### src/tdr_pkg.sv
`timescale 1ns / 1ps
// shared types, constants and codes of the table dfa recognizer
package tdr_pkg;

    // table shape
    localparam int ROWS   = 16;
    localparam int COLS   = 4;
    localparam int ROW_AW = (ROWS > 1) ? $clog2(ROWS) : 1;
    localparam int COL_AW = (COLS > 1) ? $clog2(COLS) : 1;

    // next-state store, addressed by {row, column}
    localparam int CELL_AW = ROW_AW + COL_AW;
    localparam int CELLS   = 1 << CELL_AW;

    // field widths fixed by the item format
    localparam int OP_W   = 3;
    localparam int RIDX_W = 4;
    localparam int CIDX_W = 2;
    localparam int CHAR_W = 8;
    localparam int VERD_W = 2;

    // final state characters
    localparam int NFINAL  = 5;
    localparam int FCNT_W  = 3;
    localparam int FIDX_W  = $clog2(NFINAL);

    // configuration port
    localparam int CFG_AW = 3;
    localparam logic [CFG_AW-1:0] CFG_START = 3'd0;
    localparam logic [CFG_AW-1:0] CFG_FCNT  = 3'd1;
    localparam logic [CFG_AW-1:0] CFG_FA    = 3'd2;
    localparam logic [CFG_AW-1:0] CFG_FB    = 3'd3;
    localparam logic [CFG_AW-1:0] CFG_FC    = 3'd4;
    localparam logic [CFG_AW-1:0] CFG_FD    = 3'd5;
    localparam logic [CFG_AW-1:0] CFG_FE    = 3'd6;

    // command queue
    localparam int QDEPTH = 4;
    localparam int QAW    = $clog2(QDEPTH);
    localparam int QCNT_W = $clog2(QDEPTH + 1);

    typedef enum logic [OP_W-1:0] {
        OP_ROW  = 3'd0,
        OP_COL  = 3'd1,
        OP_SET  = 3'd2,
        OP_FEED = 3'd3,
        OP_END  = 3'd4
    } t_op;

    typedef enum logic [VERD_W-1:0] {
        V_ACCEPT = 2'd0,
        V_REJECT = 2'd1,
        V_DEAD   = 2'd2
    } t_verdict;

    typedef struct packed {
        t_op               op;
        logic [ROW_AW-1:0] row;
        logic [COL_AW-1:0] col;
        logic [CHAR_W-1:0] ch;
    } t_cmd;

    typedef struct packed {
        logic              we;
        logic [CFG_AW-1:0] idx;
        logic [CHAR_W-1:0] data;
    } t_cfg_wr;

endpackage

### src/tdr_in_if.sv
`timescale 1ns / 1ps
// input channel: table loads, symbols and end marks
interface tdr_in_if;
    import tdr_pkg::*;

    logic              valid;
    logic              ready;
    logic [OP_W-1:0]   op;
    logic [RIDX_W-1:0] row_index;
    logic [CIDX_W-1:0] col_index;
    logic [CHAR_W-1:0] char_value;

    modport source (output valid, op, row_index, col_index, char_value, input ready);
    modport sink   (input valid, op, row_index, col_index, char_value, output ready);
endinterface

### src/tdr_out_if.sv
`timescale 1ns / 1ps
// output channel: one verdict per string
interface tdr_out_if;
    import tdr_pkg::*;

    logic              valid;
    logic              ready;
    logic [VERD_W-1:0] verdict;
    logic [CHAR_W-1:0] end_state;

    modport source (output valid, verdict, end_state, input ready);
    modport sink   (input valid, verdict, end_state, output ready);
endinterface

### src/table_dfa_recognizer_top.sv
`timescale 1ns / 1ps
// top level of the table dfa recognizer
// an end beat passes from the command queue into the verdict register on an idle back end
// throughput: input takes one beat per cycle into a four-deep queue until it is full; the back end
// stalls the queue head during a symbol's registered table read, and an end while the held verdict is not taken
// reset: synchronous active low, clears state and configuration registers, queue and table valid bits
// no clearing pass is needed; input ready is high as soon as reset has emptied the queue
module table_dfa_recognizer_top (
    input  logic                      i_clk,
    input  logic                      i_rst_n,
    input  logic                      i_cfg_we,
    input  logic [tdr_pkg::CFG_AW-1:0] i_cfg_idx,
    input  logic [tdr_pkg::CHAR_W-1:0] i_cfg_data,
    tdr_in_if.sink                    i_in,
    tdr_out_if.source                 o_out
);
    import tdr_pkg::*;

    // command queue between decode and execute
    logic    q_valid;
    logic    q_pop;
    t_cmd    q_cmd;
    t_cfg_wr cfg;

    // config writes go straight to the back end register file
    assign cfg.we   = i_cfg_we;
    assign cfg.idx  = i_cfg_idx;
    assign cfg.data = i_cfg_data;

    // front: decode each beat, drop unused ops and out-of-range loads,
    // queue the rest so input beats keep flowing while a verdict waits
    tdr_front u_front (
        .i_clk     (i_clk),
        .i_rst_n   (i_rst_n),
        .i_in      (i_in),
        .o_q_valid (q_valid),
        .o_q_cmd   (q_cmd),
        .i_q_pop   (q_pop)
    );

    // back: table updates, state stepping and the verdict register;
    // the queue head waits while each symbol's table read is pending,
    // and an end command also waits while a held verdict is not taken
    tdr_back u_back (
        .i_clk     (i_clk),
        .i_rst_n   (i_rst_n),
        .i_cfg     (cfg),
        .i_q_valid (q_valid),
        .i_q_cmd   (q_cmd),
        .o_q_pop   (q_pop),
        .o_out     (o_out)
    );

`ifndef ASSERT_OFF
    // the back end never pops an empty queue
    a_pop_valid : assert property (@(posedge i_clk) disable iff (!i_rst_n)
        q_pop |-> q_valid)
        else $error("queue popped while empty");

    // an end command is held while the verdict beat is stalled
    a_end_hold : assert property (@(posedge i_clk) disable iff (!i_rst_n)
        (q_valid && q_cmd.op == OP_END && o_out.valid && !o_out.ready) |-> !q_pop)
        else $error("end command executed over a pending verdict");

    // every executed end command produces a verdict beat
    a_end_result : assert property (@(posedge i_clk) disable iff (!i_rst_n)
        (q_pop && q_cmd.op == OP_END) |=> o_out.valid)
        else $error("end command gave no verdict");

    // a non-end command never creates a verdict
    a_no_spurious : assert property (@(posedge i_clk) disable iff (!i_rst_n)
        (!o_out.valid && !(q_pop && q_cmd.op == OP_END)) |=> !o_out.valid)
        else $error("verdict without end command");
`endif

endmodule

### src/tdr_front.sv
`timescale 1ns / 1ps
// front end: decodes input beats, drops no-ops and queues commands
module tdr_front (
    input  logic          i_clk,
    input  logic          i_rst_n,
    tdr_in_if.sink        i_in,
    output logic          o_q_valid,
    output tdr_pkg::t_cmd o_q_cmd,
    input  logic          i_q_pop
);
    import tdr_pkg::*;

    t_cmd              r_q [QDEPTH];
    logic [QAW-1:0]    r_wp, r_rp;
    logic [QCNT_W-1:0] r_cnt, n_cnt;

    logic row_ok, col_ok, keep, push;
    t_cmd cmd;

    assign row_ok = (32'(i_in.row_index) < ROWS);
    assign col_ok = (32'(i_in.col_index) < COLS);

    always_comb begin
        cmd.op  = t_op'(i_in.op);
        cmd.row = ROW_AW'(i_in.row_index);
        cmd.col = COL_AW'(i_in.col_index);
        cmd.ch  = i_in.char_value;
        unique case (t_op'(i_in.op))
            OP_ROW:  keep = row_ok;
            OP_COL:  keep = col_ok;
            OP_SET:  keep = row_ok && col_ok;
            OP_FEED: keep = 1'b1;
            OP_END:  keep = 1'b1;
            default: keep = 1'b0;
        endcase
    end

    assign i_in.ready = (r_cnt != QCNT_W'(QDEPTH));
    assign push       = i_in.valid && i_in.ready && keep;
    assign o_q_valid  = (r_cnt != '0);
    assign o_q_cmd    = r_q[r_rp];

    always_comb begin
        case ({push, i_q_pop})
            2'b10:   n_cnt = r_cnt + 1'b1;
            2'b01:   n_cnt = r_cnt - 1'b1;
            default: n_cnt = r_cnt;
        endcase
    end

    always_ff @(posedge i_clk) begin
        if (!i_rst_n) begin
            r_wp  <= '0;
            r_rp  <= '0;
            r_cnt <= '0;
        end else begin
            r_cnt <= n_cnt;
            if (push) begin
                r_wp <= r_wp + 1'b1;
            end
            if (i_q_pop) begin
                r_rp <= r_rp + 1'b1;
            end
        end
    end

    always_ff @(posedge i_clk) begin
        if (push) begin
            r_q[r_wp] <= cmd;
        end
    end

endmodule

### src/tdr_back.sv
`timescale 1ns / 1ps
// back end: holds the tables and registers, steps the state, registers the verdict
module tdr_back (
    input  logic            i_clk,
    input  logic            i_rst_n,
    input  tdr_pkg::t_cfg_wr i_cfg,
    input  logic            i_q_valid,
    input  tdr_pkg::t_cmd   i_q_cmd,
    output logic            o_q_pop,
    tdr_out_if.source       o_out
);
    import tdr_pkg::*;

    // configuration
    logic [CHAR_W-1:0] r_start;
    logic [FCNT_W-1:0] r_fcnt;
    logic [CHAR_W-1:0] r_fchar [NFINAL];

    // table
    logic [CHAR_W-1:0] r_row_name [ROWS];
    logic [ROWS-1:0]   r_row_vld;
    logic [CHAR_W-1:0] r_col_sym [COLS];
    logic [COLS-1:0]   r_col_vld;

    // next-state store: one write and one registered read per cycle
    logic [CHAR_W-1:0]  r_next [CELLS];
    logic [CELLS-1:0]   r_cell_vld;
    logic [CHAR_W-1:0]  r_rd_data;
    logic               r_rd_vld;
    logic               r_rd_pend;
    logic [CELL_AW-1:0] rd_addr, wr_addr;
    logic               rd_en, do_set;

    // string state
    logic [CHAR_W-1:0] r_cur, n_cur;
    logic              r_in_str, n_in_str;
    logic              r_dead, n_dead;

    // result register
    logic              r_out_vld;
    t_verdict          r_verdict, n_verdict;
    logic [CHAR_W-1:0] r_end;

    logic [CHAR_W-1:0] cur_src;
    logic              row_hit, col_hit, is_fin;
    logic [ROW_AW-1:0] row_sel;
    logic [COL_AW-1:0] col_sel;
    logic [FCNT_W-1:0] fcnt_eff;
    logic [FIDX_W-1:0] fidx;
    logic              do_op, do_end;

    // nothing leaves the queue while a symbol waits for its table read
    assign o_q_pop = i_q_valid && !r_rd_pend &&
                     (i_q_cmd.op != OP_END || !r_out_vld || o_out.ready);
    assign do_op   = o_q_pop;
    assign do_end  = do_op && (i_q_cmd.op == OP_END);
    assign do_set  = do_op && (i_q_cmd.op == OP_SET);

    // state the item works from: the start state opens a new string
    assign cur_src = r_in_str ? r_cur : r_start;

    // lowest valid row named by the current state
    always_comb begin
        row_hit = 1'b0;
        row_sel = '0;
        for (int i = ROWS - 1; i >= 0; i--) begin
            if (r_row_vld[i] && r_row_name[i] == cur_src) begin
                row_hit = 1'b1;
                row_sel = ROW_AW'(i);
            end
        end
    end

    // lowest valid column named by the symbol
    always_comb begin
        col_hit = 1'b0;
        col_sel = '0;
        for (int i = COLS - 1; i >= 0; i--) begin
            if (r_col_vld[i] && r_col_sym[i] == i_q_cmd.ch) begin
                col_hit = 1'b1;
                col_sel = COL_AW'(i);
            end
        end
    end

    assign rd_addr = {row_sel, col_sel};
    assign wr_addr = {i_q_cmd.row, i_q_cmd.col};
    assign rd_en   = do_op && (i_q_cmd.op == OP_FEED) && !(r_in_str && r_dead) &&
                     row_hit && col_hit;

    // final character match, count saturates at the table size
    assign fcnt_eff = (r_fcnt > FCNT_W'(NFINAL)) ? FCNT_W'(NFINAL) : r_fcnt;

    always_comb begin
        is_fin = 1'b0;
        for (int i = 0; i < NFINAL; i++) begin
            if (FCNT_W'(i) < fcnt_eff && r_fchar[i] == cur_src) begin
                is_fin = 1'b1;
            end
        end
    end

    always_comb begin
        n_cur     = r_cur;
        n_in_str  = r_in_str;
        n_dead    = r_dead;
        n_verdict = is_fin ? V_ACCEPT : V_REJECT;
        if (r_in_str && r_dead) begin
            n_verdict = V_DEAD;
        end
        // a pending symbol's table read lands here, unwritten cells read as zero
        if (r_rd_pend) begin
            n_cur = r_rd_vld ? r_rd_data : '0;
        end
        if (do_op) begin
            case (i_q_cmd.op)
                OP_FEED: begin
                    n_in_str = 1'b1;
                    n_cur    = cur_src;
                    n_dead   = r_in_str && r_dead;
                    if (!(r_in_str && r_dead) && !(row_hit && col_hit)) begin
                        n_dead = 1'b1;
                    end
                end
                OP_END: begin
                    n_in_str = 1'b0;
                    n_dead   = 1'b0;
                end
                default: ;
            endcase
        end
    end

    assign fidx = FIDX_W'(i_cfg.idx - CFG_FA);

    always_ff @(posedge i_clk) begin
        if (!i_rst_n) begin
            r_start   <= '0;
            r_fcnt    <= '0;
            for (int i = 0; i < NFINAL; i++) begin
                r_fchar[i] <= '0;
            end
        end else if (i_cfg.we) begin
            case (i_cfg.idx) inside
                CFG_START: r_start <= i_cfg.data;
                CFG_FCNT:  r_fcnt  <= FCNT_W'(i_cfg.data);
                CFG_FA, CFG_FB, CFG_FC, CFG_FD, CFG_FE: r_fchar[fidx] <= i_cfg.data;
                default: ;
            endcase
        end
    end

    always_ff @(posedge i_clk) begin
        if (!i_rst_n) begin
            r_row_vld  <= '0;
            r_col_vld  <= '0;
            r_cell_vld <= '0;
            for (int r = 0; r < ROWS; r++) begin
                r_row_name[r] <= '0;
            end
            for (int c = 0; c < COLS; c++) begin
                r_col_sym[c] <= '0;
            end
        end else if (do_op) begin
            case (i_q_cmd.op)
                OP_ROW: begin
                    r_row_name[i_q_cmd.row] <= i_q_cmd.ch;
                    r_row_vld[i_q_cmd.row]  <= 1'b1;
                end
                OP_COL: begin
                    r_col_sym[i_q_cmd.col] <= i_q_cmd.ch;
                    r_col_vld[i_q_cmd.col] <= 1'b1;
                end
                OP_SET:  r_cell_vld[wr_addr] <= 1'b1;
                default: ;
            endcase
        end
    end

    always_ff @(posedge i_clk) begin
        if (do_set) begin
            r_next[wr_addr] <= i_q_cmd.ch;
        end
        if (rd_en) begin
            r_rd_data <= r_next[rd_addr];
            r_rd_vld  <= r_cell_vld[rd_addr];
        end
    end

    always_ff @(posedge i_clk) begin
        if (!i_rst_n) begin
            r_cur     <= '0;
            r_in_str  <= 1'b0;
            r_dead    <= 1'b0;
            r_out_vld <= 1'b0;
            r_rd_pend <= 1'b0;
        end else begin
            r_cur     <= n_cur;
            r_in_str  <= n_in_str;
            r_dead    <= n_dead;
            r_rd_pend <= rd_en;
            if (do_end) begin
                r_out_vld <= 1'b1;
            end else if (o_out.ready) begin
                r_out_vld <= 1'b0;
            end
        end
    end

    always_ff @(posedge i_clk) begin
        if (do_end) begin
            r_verdict <= n_verdict;
            r_end     <= cur_src;
        end
    end

    assign o_out.valid     = r_out_vld;
    assign o_out.verdict   = r_verdict;
    assign o_out.end_state = r_end;

endmodule

### src/flat_wrapper.sv
// flat-port wrapper written by rule: the top's interface ports become plain ports
module table_dfa_recognizer_top_flat import tdr_pkg::*;
  (i_clk, i_rst_n, i_cfg_we, i_cfg_idx, i_cfg_data, i_in_valid, i_in_op, i_in_row_index, i_in_col_index, i_in_char_value, i_in_ready, o_out_valid, o_out_verdict, o_out_end_state, o_out_ready);
  tdr_in_if i_in_i ();
  tdr_out_if o_out_i ();
  input  logic i_clk;
  input  logic i_rst_n;
  input  logic i_cfg_we;
  input  logic [tdr_pkg::CFG_AW-1:0] i_cfg_idx;
  input  logic [tdr_pkg::CHAR_W-1:0] i_cfg_data;
  input wire logic [$bits(i_in_i.valid)-1:0] i_in_valid;
  input wire logic [$bits(i_in_i.op)-1:0] i_in_op;
  input wire logic [$bits(i_in_i.row_index)-1:0] i_in_row_index;
  input wire logic [$bits(i_in_i.col_index)-1:0] i_in_col_index;
  input wire logic [$bits(i_in_i.char_value)-1:0] i_in_char_value;
  output wire logic [$bits(i_in_i.ready)-1:0] i_in_ready;
  output wire logic [$bits(o_out_i.valid)-1:0] o_out_valid;
  output wire logic [$bits(o_out_i.verdict)-1:0] o_out_verdict;
  output wire logic [$bits(o_out_i.end_state)-1:0] o_out_end_state;
  input wire logic [$bits(o_out_i.ready)-1:0] o_out_ready;
  assign i_in_i.valid = i_in_valid;
  assign i_in_i.op = i_in_op;
  assign i_in_i.row_index = i_in_row_index;
  assign i_in_i.col_index = i_in_col_index;
  assign i_in_i.char_value = i_in_char_value;
  assign i_in_ready = i_in_i.ready;
  assign o_out_valid = o_out_i.valid;
  assign o_out_verdict = o_out_i.verdict;
  assign o_out_end_state = o_out_i.end_state;
  assign o_out_i.ready = o_out_ready;
  table_dfa_recognizer_top u_core (.i_clk(i_clk), .i_rst_n(i_rst_n), .i_cfg_we(i_cfg_we), .i_cfg_idx(i_cfg_idx), .i_cfg_data(i_cfg_data), .i_in(i_in_i), .o_out(o_out_i));
endmodule
### config.mk
export PLATFORM = sky130hd
export DESIGN_NAME = table_dfa_recognizer_top_flat
export DESIGN_NICKNAME = d
export VERILOG_FILES = /design/src/tdr_pkg.sv /design/src/tdr_in_if.sv /design/src/tdr_out_if.sv /design/src/table_dfa_recognizer_top.sv /design/src/tdr_front.sv /design/src/tdr_back.sv /design/src/flat_wrapper.sv
export SDC_FILE = /design/constraint.sdc
export NUM_CORES = 1
export LEC_CHECK = 0
export BUFFER_PORTS_ARGS = -buffer_cell sky130_fd_sc_hd__buf_4
export CELL_PAD_IN_SITES_DETAIL_PLACEMENT = 0
export CELL_PAD_IN_SITES_GLOBAL_PLACEMENT = 2
export CORE_UTILIZATION = 40
export CTS_BUF_LIST = sky130_fd_sc_hd__clkbuf_4
export CTS_CLUSTER_SIZE = 16
export DETAILED_ROUTE_END_ITERATION = 16
export GPL_ROUTABILITY_DRIVEN = 0
export PLACE_DENSITY_LB_ADDON = 0.1
export SETUP_SLACK_MARGIN = 0.5
export SLEW_MARGIN = 10
export SYNTH_ARGS = -nofsm -noshare
export SYNTH_HDL_FRONTEND = slang
export SYNTH_HIERARCHICAL = 1
export SYNTH_SLANG_ARGS = --single-unit
### constraint.sdc
create_clock -name i_clk -period 4.4 [get_ports i_clk]
set_input_delay 0.44 -clock i_clk [delete_from_list [all_inputs] [get_ports i_clk]]
set_output_delay 0.44 -clock i_clk [all_outputs]
set_load 0.05 [all_outputs]
### After elaboration in Yosys (flattened, before gate mapping)

Memories as Yosys holds them, arrays and structs flattened. A register that Yosys moved wholly into a read port is not among the register bits.
Index checks and enable logic that the tools add are counted.

* add/sub/neg operators: 5
* $lt $le $gt $ge: 13
* equality and inequality tests: 43
* multiplexer cells: 97
* bitwise gates (word level): 4
* reductions and logical operators: 65

Operator list (number)
* equality test 8 bit: 25
* two-way mux 4 bit: 17
* two-way mux 8 bit: 8
* OR 64 bit: 1
* two-way mux 1 bit: 56
* logical AND 1 bit: 41
* OR reduction 8 bit: 3
* equality test 3 x 2 -> 1 bit (second input constant): 6
* OR 16 bit: 1
* equality test 3 bit (second input constant): 5
* < comparator 6 x 7 -> 1 bit (second input constant): 2
* two-way mux 2 bit: 7
* AND reduction 2 bit: 5
* OR reduction 5 bit: 2
* equality test 3 x 1 -> 1 bit (second input constant): 3
* logical NOT 3 bit: 3
* binary-select mux 1 bit (select 6 bit): 1
* demux 1 bit (select 6 bit): 1
* greater-or-equal comparator 6 x 1 -> 1 bit (second input constant): 1
* < comparator 1 x 3 -> 1 bit (first input constant): 2
* < comparator 2 x 3 -> 1 bit (first input constant): 2
* two-way mux 3 bit: 2
* inequality test 3 bit (second input constant): 2
* case mux 3 bit (2 select lines): 1
* other kinds (22): 30

* flip-flop bits (word level): 125
* RAM bits: 780
* output and inout port bits: 12
* word-level logic and storage cells: 248
* memories kept: 5

Memories
* u_core.u_back.r_next: words 64, width 8, rd ports 1, clocked after memory_dff 1, wr ports 1, RTL line tdr_back.sv:26 `logic [CHAR_W-1:0] r_next [CELLS];`
* u_core.u_back.r_row_name: words 16, width 8, rd ports 16, clocked after memory_dff 0, wr ports 16, RTL line tdr_back.sv:20 `logic [CHAR_W-1:0] r_row_name [ROWS];`
* u_core.u_front.r_q: words 4, width 17, rd ports 1, clocked after memory_dff 1, wr ports 1, RTL line tdr_front.sv:13 `t_cmd r_q [QDEPTH];`
* u_core.u_back.r_fchar: words 5, width 8, rd ports 5, clocked after memory_dff 0, wr ports 5, RTL line tdr_back.sv:17 `logic [CHAR_W-1:0] r_fchar [NFINAL];`
* u_core.u_back.r_col_sym: words 4, width 8, rd ports 4, clocked after memory_dff 0, wr ports 4, RTL line tdr_back.sv:22 `logic [CHAR_W-1:0] r_col_sym [COLS];`

### Depth between registers and ports, before layout

* word-level depth: 24
* depth in mapped cells: 17
* mapped depth without buffers: 12

### Cells and area by module

The synthesis kept the hierarchy.

By module, submodules not included
* tdr_back: times used 1, cells an instance 2852, area each 36067.1 um^2, seq. area each 24093.1 um^2
* tdr_front: times used 1, cells an instance 141, area each 2931.6 um^2, seq. area each 2222.1 um^2

### Worst setup path after synthesis

Ideal clock, no wire load.

* kind: register to register
* start: register with a tool-made name
* end: register u_core.u_back.r_rd_data[6], read port of u_core.u_back.r_next, data pin
* setup time: 0.267 ns
* data arrival time: 3.854 ns
* path slack: 0.279 ns
* cell stages (with the launch flop): 17
* clock period less this slack: 4.121 ns
* cells stage by stage: dfxtp_1 buf_2 buf_4 mux4_2 clkbuf_1 xor2_1 nor3_1 nand4_1 a21boi_0 clkbuf_1 clkbuf_1 clkbuf_1 a31oi_1 mux2i_1 mux2i_1 a2bb2oi_1 o211ai_1

RTL lines
* to (decl): RTL line tdr_back.sv:28 `logic [CHAR_W-1:0] r_rd_data;`

==> results.md <==
* Worst path slowest cell: mux4_4
* Top Family by Delay on Critical Path: multiplexers
* Maxcap violations at 0
* Most frequent CP cell: buf_4
* Synth cell types at 58
* Largest fanout on the critical path at 30
* Crit share post-route at 93.8%
* PD cells at 450 nW/um2
* Row cnt at 114
* Switch Pwr at 6.05 mW
* I/O pin count at 45
* Synth Area in Simple Gates at 13.9%
* Synth Register Bits at 915
* Mux contribution to synthesized area at 4.86%
* Initial antenna violation count at 3
* Reg power frac at 49.6%
* CTS max path bufs at 3
* Core ar. at 96600 um2
* Bufs and invs on worst path at 6
* Routed len/inst at 22.5 um
* DRC errors left at 0
* Synthesized instance count at 2993
* Detailed placer's ending HPWL at 67400 um
* CP peak stage delay at 0.74 ns
* CP required at 5.34 ns
* Top post-synthesis cells by area: edfxtp_1 62%, dfxtp_1 6.0%, and2_1 5.2%, xnor2_1 3.6%, mux2i_1 3.5%
* All-layer global routing usage at 22.3%
* Num CTS Buffers at 237
* HP Class: input port to flop
* Biggest area consumer among synthesized cells: edfxtp_1
* Setup violators final at 0
* Worst r2r path cells at 18
* Ys flop type: edfxtp_1
* Status: finished, final reports clean
* Clk Latency, worst-skew pair at 1.11 ns
* Share of the synthesized area in the top cell type at 61.5%
* Pint at 15.1 mW
* Vias in the first global route at 25799
* Final Max Tran Viols at 0
* Clock root buffer: clkbuf_4
* Fin nets at 3471
* Synth Warn # at 6
* Syn Std Cell Area at 39000 um2
* Startpoint type of the worst setup path: flop
* Syn_area_per_cell at 13.0 um2
* Layout cell share with drive strength beyond 1 at 21.8%
* P_leak at 17.3 nW
* Hold Fails Final Rpt at 0
* Vias at 25440
* RSZ-0062 raised after global routing: yes
* Fin crit period at 4.13 ns
* Die area at 98700 um2
* Synth Area in Adders at 0.212%
* Compound-Gate Fraction of Synth Area at 6.73%
* Levels on crit path at 18
* Setup TNS at 0 ns
* Rel. slew slack at 18.5%
* EDFF count, synth at 799
* Leading cell type in the layout, fill and taps excluded: edfxtp_1
* Post-placement cell count at 4354
* WL final at 111000 um
* Max VDD drop at 0.362 mV
* Worst-Margin Slew at 1.21 ns
* CTS tree: yes
* CTS sink cnt at 915
* Crit Path Category: flop to flop
* Most frequent cells in the layout: 799 x edfxtp_1, 357 x clkbuf_4, 349 x nand2_1
* First-pass GRT wire length at 163000 um
* Clock Pin Slew Worst Setup and Hold Paths at 0.07 ns
* ANT nets after route at 0
* Critical Path Sink Type: flop
* TritonRoute pass-1 iters at 5
* I/O Buffers at 44
* Synth-to-layout area growth at 20.8%
* Fmax at 242 MHz
* Htree depth at 4
* Crit-path cells: buf_4 -> mux4_4 -> buf_4 -> xnor2_2 -> nand4_1 -> nor3_2 -> buf_4 -> nor2_1 -> nor2_4 -> buf_12 -> buf_16 -> buf_4 -> nand2_1 -> a31oi_1 -> mux2i_1 -> mux2i_2 -> mux2i_4 -> mux2i_1
* DR vias/cell at 5.17
* Synthesized Nets at 3032
* Fillers at 8574
* Hold Path Depth at 2
* Logic pwr share at 15.6%
* Reg2reg setup slack at 0.27 ns
* DIE WIDTH at 314 um
* Layout Cells excl Fill at 4922
* Clock share of power at 34.8%
* Chip height at 314 um
* Largest net degree at the start of global routing at 71
* CP arrival at 5.07 ns
* Largest family of logic cells by synthesized area: simple AND/OR/NAND/NOR gates
* Max Clock Skew at 0.0538 ns
* Xor/xnor share of the synthesized area at 4.56%
* Ys async rst share at 0%
* Hold_ws at 0.160 ns
* Remaining global-route overflow at 0
* Seq/Total Area, Yosys at 67.5%
* Starting DRC count in detailed routing at 1718
* Sw Ratio at 28.5%
* Initial Utilization at 40.4%
==> routing by layer <==
metal | global-route usage, % | routed length, um | share of wire [%]
met2 | 37.2 | 54400 | 49
met3 | 4.18 | 5950 | 5.4
met4 | 6.45 | 1800 | 1.6
met5 | 0 | 0 | 0
met1 | 29.7 | 48600 | 44
==> synth_stat cells, types with 5 or more instances <==
| cell | number |
|---|---|
| dfxtp_1 | 116 |
| nand3_1 | 21 |
| edfxtp_1 | 799 |
| clkbuf_1 | 130 |
| xnor2_1 | 162 |
| xor2_1 | 41 |
| nand3b_1 | 14 |
| a31oi_1 | 146 |
| buf_2 | 14 |
| nand4b_1 | 9 |
| nand4_1 | 19 |
| nand2_1 | 350 |
| nor2_1 | 274 |
| mux2i_1 | 137 |
| o211ai_1 | 6 |
| nor4_1 | 29 |
| or3_1 | 6 |
| a211oi_1 | 153 |
| o21ai_0 | 31 |
| buf_1 | 12 |
| buf_4 | 16 |
| ha_1 | 5 |
| mux4_2 | 17 |
| nand2b_1 | 8 |
| a21oi_1 | 24 |
| nor2b_1 | 16 |
| inv_1 | 21 |
| buf_6 | 7 |
| and2_1 | 324 |
| a21o_1 | 17 |
| nor3_1 | 26 |
==> power by group through the flow <==
stage | registers (mW) | clock network, mW | logic, mW
after global placement | 10.7 | 0 | 3.14
after global routing | 10.5 | 8.07 | 3.54
after floorplan | 10.7 | 0 | 1.64
after CTS | 10.5 | 7.63 | 3.30
final | 10.5 | 7.38 | 3.31
after detailed placement | 10.7 | 0 | 3.17
==> cell type report <==
type / instances / area, um2 / share of cell area (%)
clock inverter: 94 / 464 / 0.985
sequential: 915 / 26300 / 55.8
tap: 1276 / 1600 / 3.39
multi-input combinational: 1873 / 12200 / 25.9
antenna: 2 / 5.00 / 0.0106
clock buffer: 357 / 2680 / 5.69
timing repair buffer: 380 / 3770 / 8.01
inverter: 25 / 96.3 / 0.204
==> metrics by stage <==
stage	area [um2]	worst slack (ns)	power [mW]	util [%]
floorplan	39100	0.502	12.3	-
global placement	42300	0.0129	13.8	43.8
detailed placement	42300	0.00556	13.9	43.8
CTS	46600	0.286	21.4	48.3
global route	47100	0.0818	22.1	48.8
finish	47100	0.275	21.2	48.8
==> kinds of logic after synthesis <==
logic type               count (synthesis)
AO/OA/AOI/OAI                          390
XOR/XNOR                               203
adder cells (fa/ha/maj)                  6
buffers and inverters                  205
flip-flops                             915
multiplexers                           162
AND/OR/NAND/NOR                       1112
==> final timing paths <==
check / end / startpoint
worst max-delay path: u_core/u_back/r_rd_vld$_DFFE_PP_ / flop
worst min register to register: u_core/u_back/r_row_vld[2]$_SDFFE_PN0P_ / u_core/u_back/r_row_vld[2]$_SDFFE_PN0P_
worst min-delay path: u_core/u_front/r_q[2][3]$_DFFE_PP_ / i_in_char_value[3]
worst max register to register: u_core/u_back/r_rd_vld$_DFFE_PP_ / flop
==> sequential cells by signal, summed over array words and instances (netlist names), 4 cells and up, named ones only <==
name                           cells
u_core/u_back/r_next             512
u_core/u_back/r_row_name         128
u_core/u_front/r_q                68
u_core/u_back/r_cell_vld          64
u_core/u_back/r_fchar             40
u_core/u_back/r_col_sym           32
u_core/u_back/r_row_vld           16
u_core/u_back/o_out.end_state      8
u_core/u_back/r_cur                8
u_core/u_back/r_rd_data            8
u_core/u_back/r_start              8
u_core/u_back/r_col_vld            4
==> timing repair <==
item | 4_1_cts | 5_1_grt
resized for setup | 39 | 45
gates cloned | 6 | 6
endpoints found under the setup margin | 9 | 9
hold buffers | 67 | 0
setup buffers | 17 | 19
pin swaps | 8 | 6
endpoints found under the hold margin | 194 | 0
(Power assumes the default switching activity.)
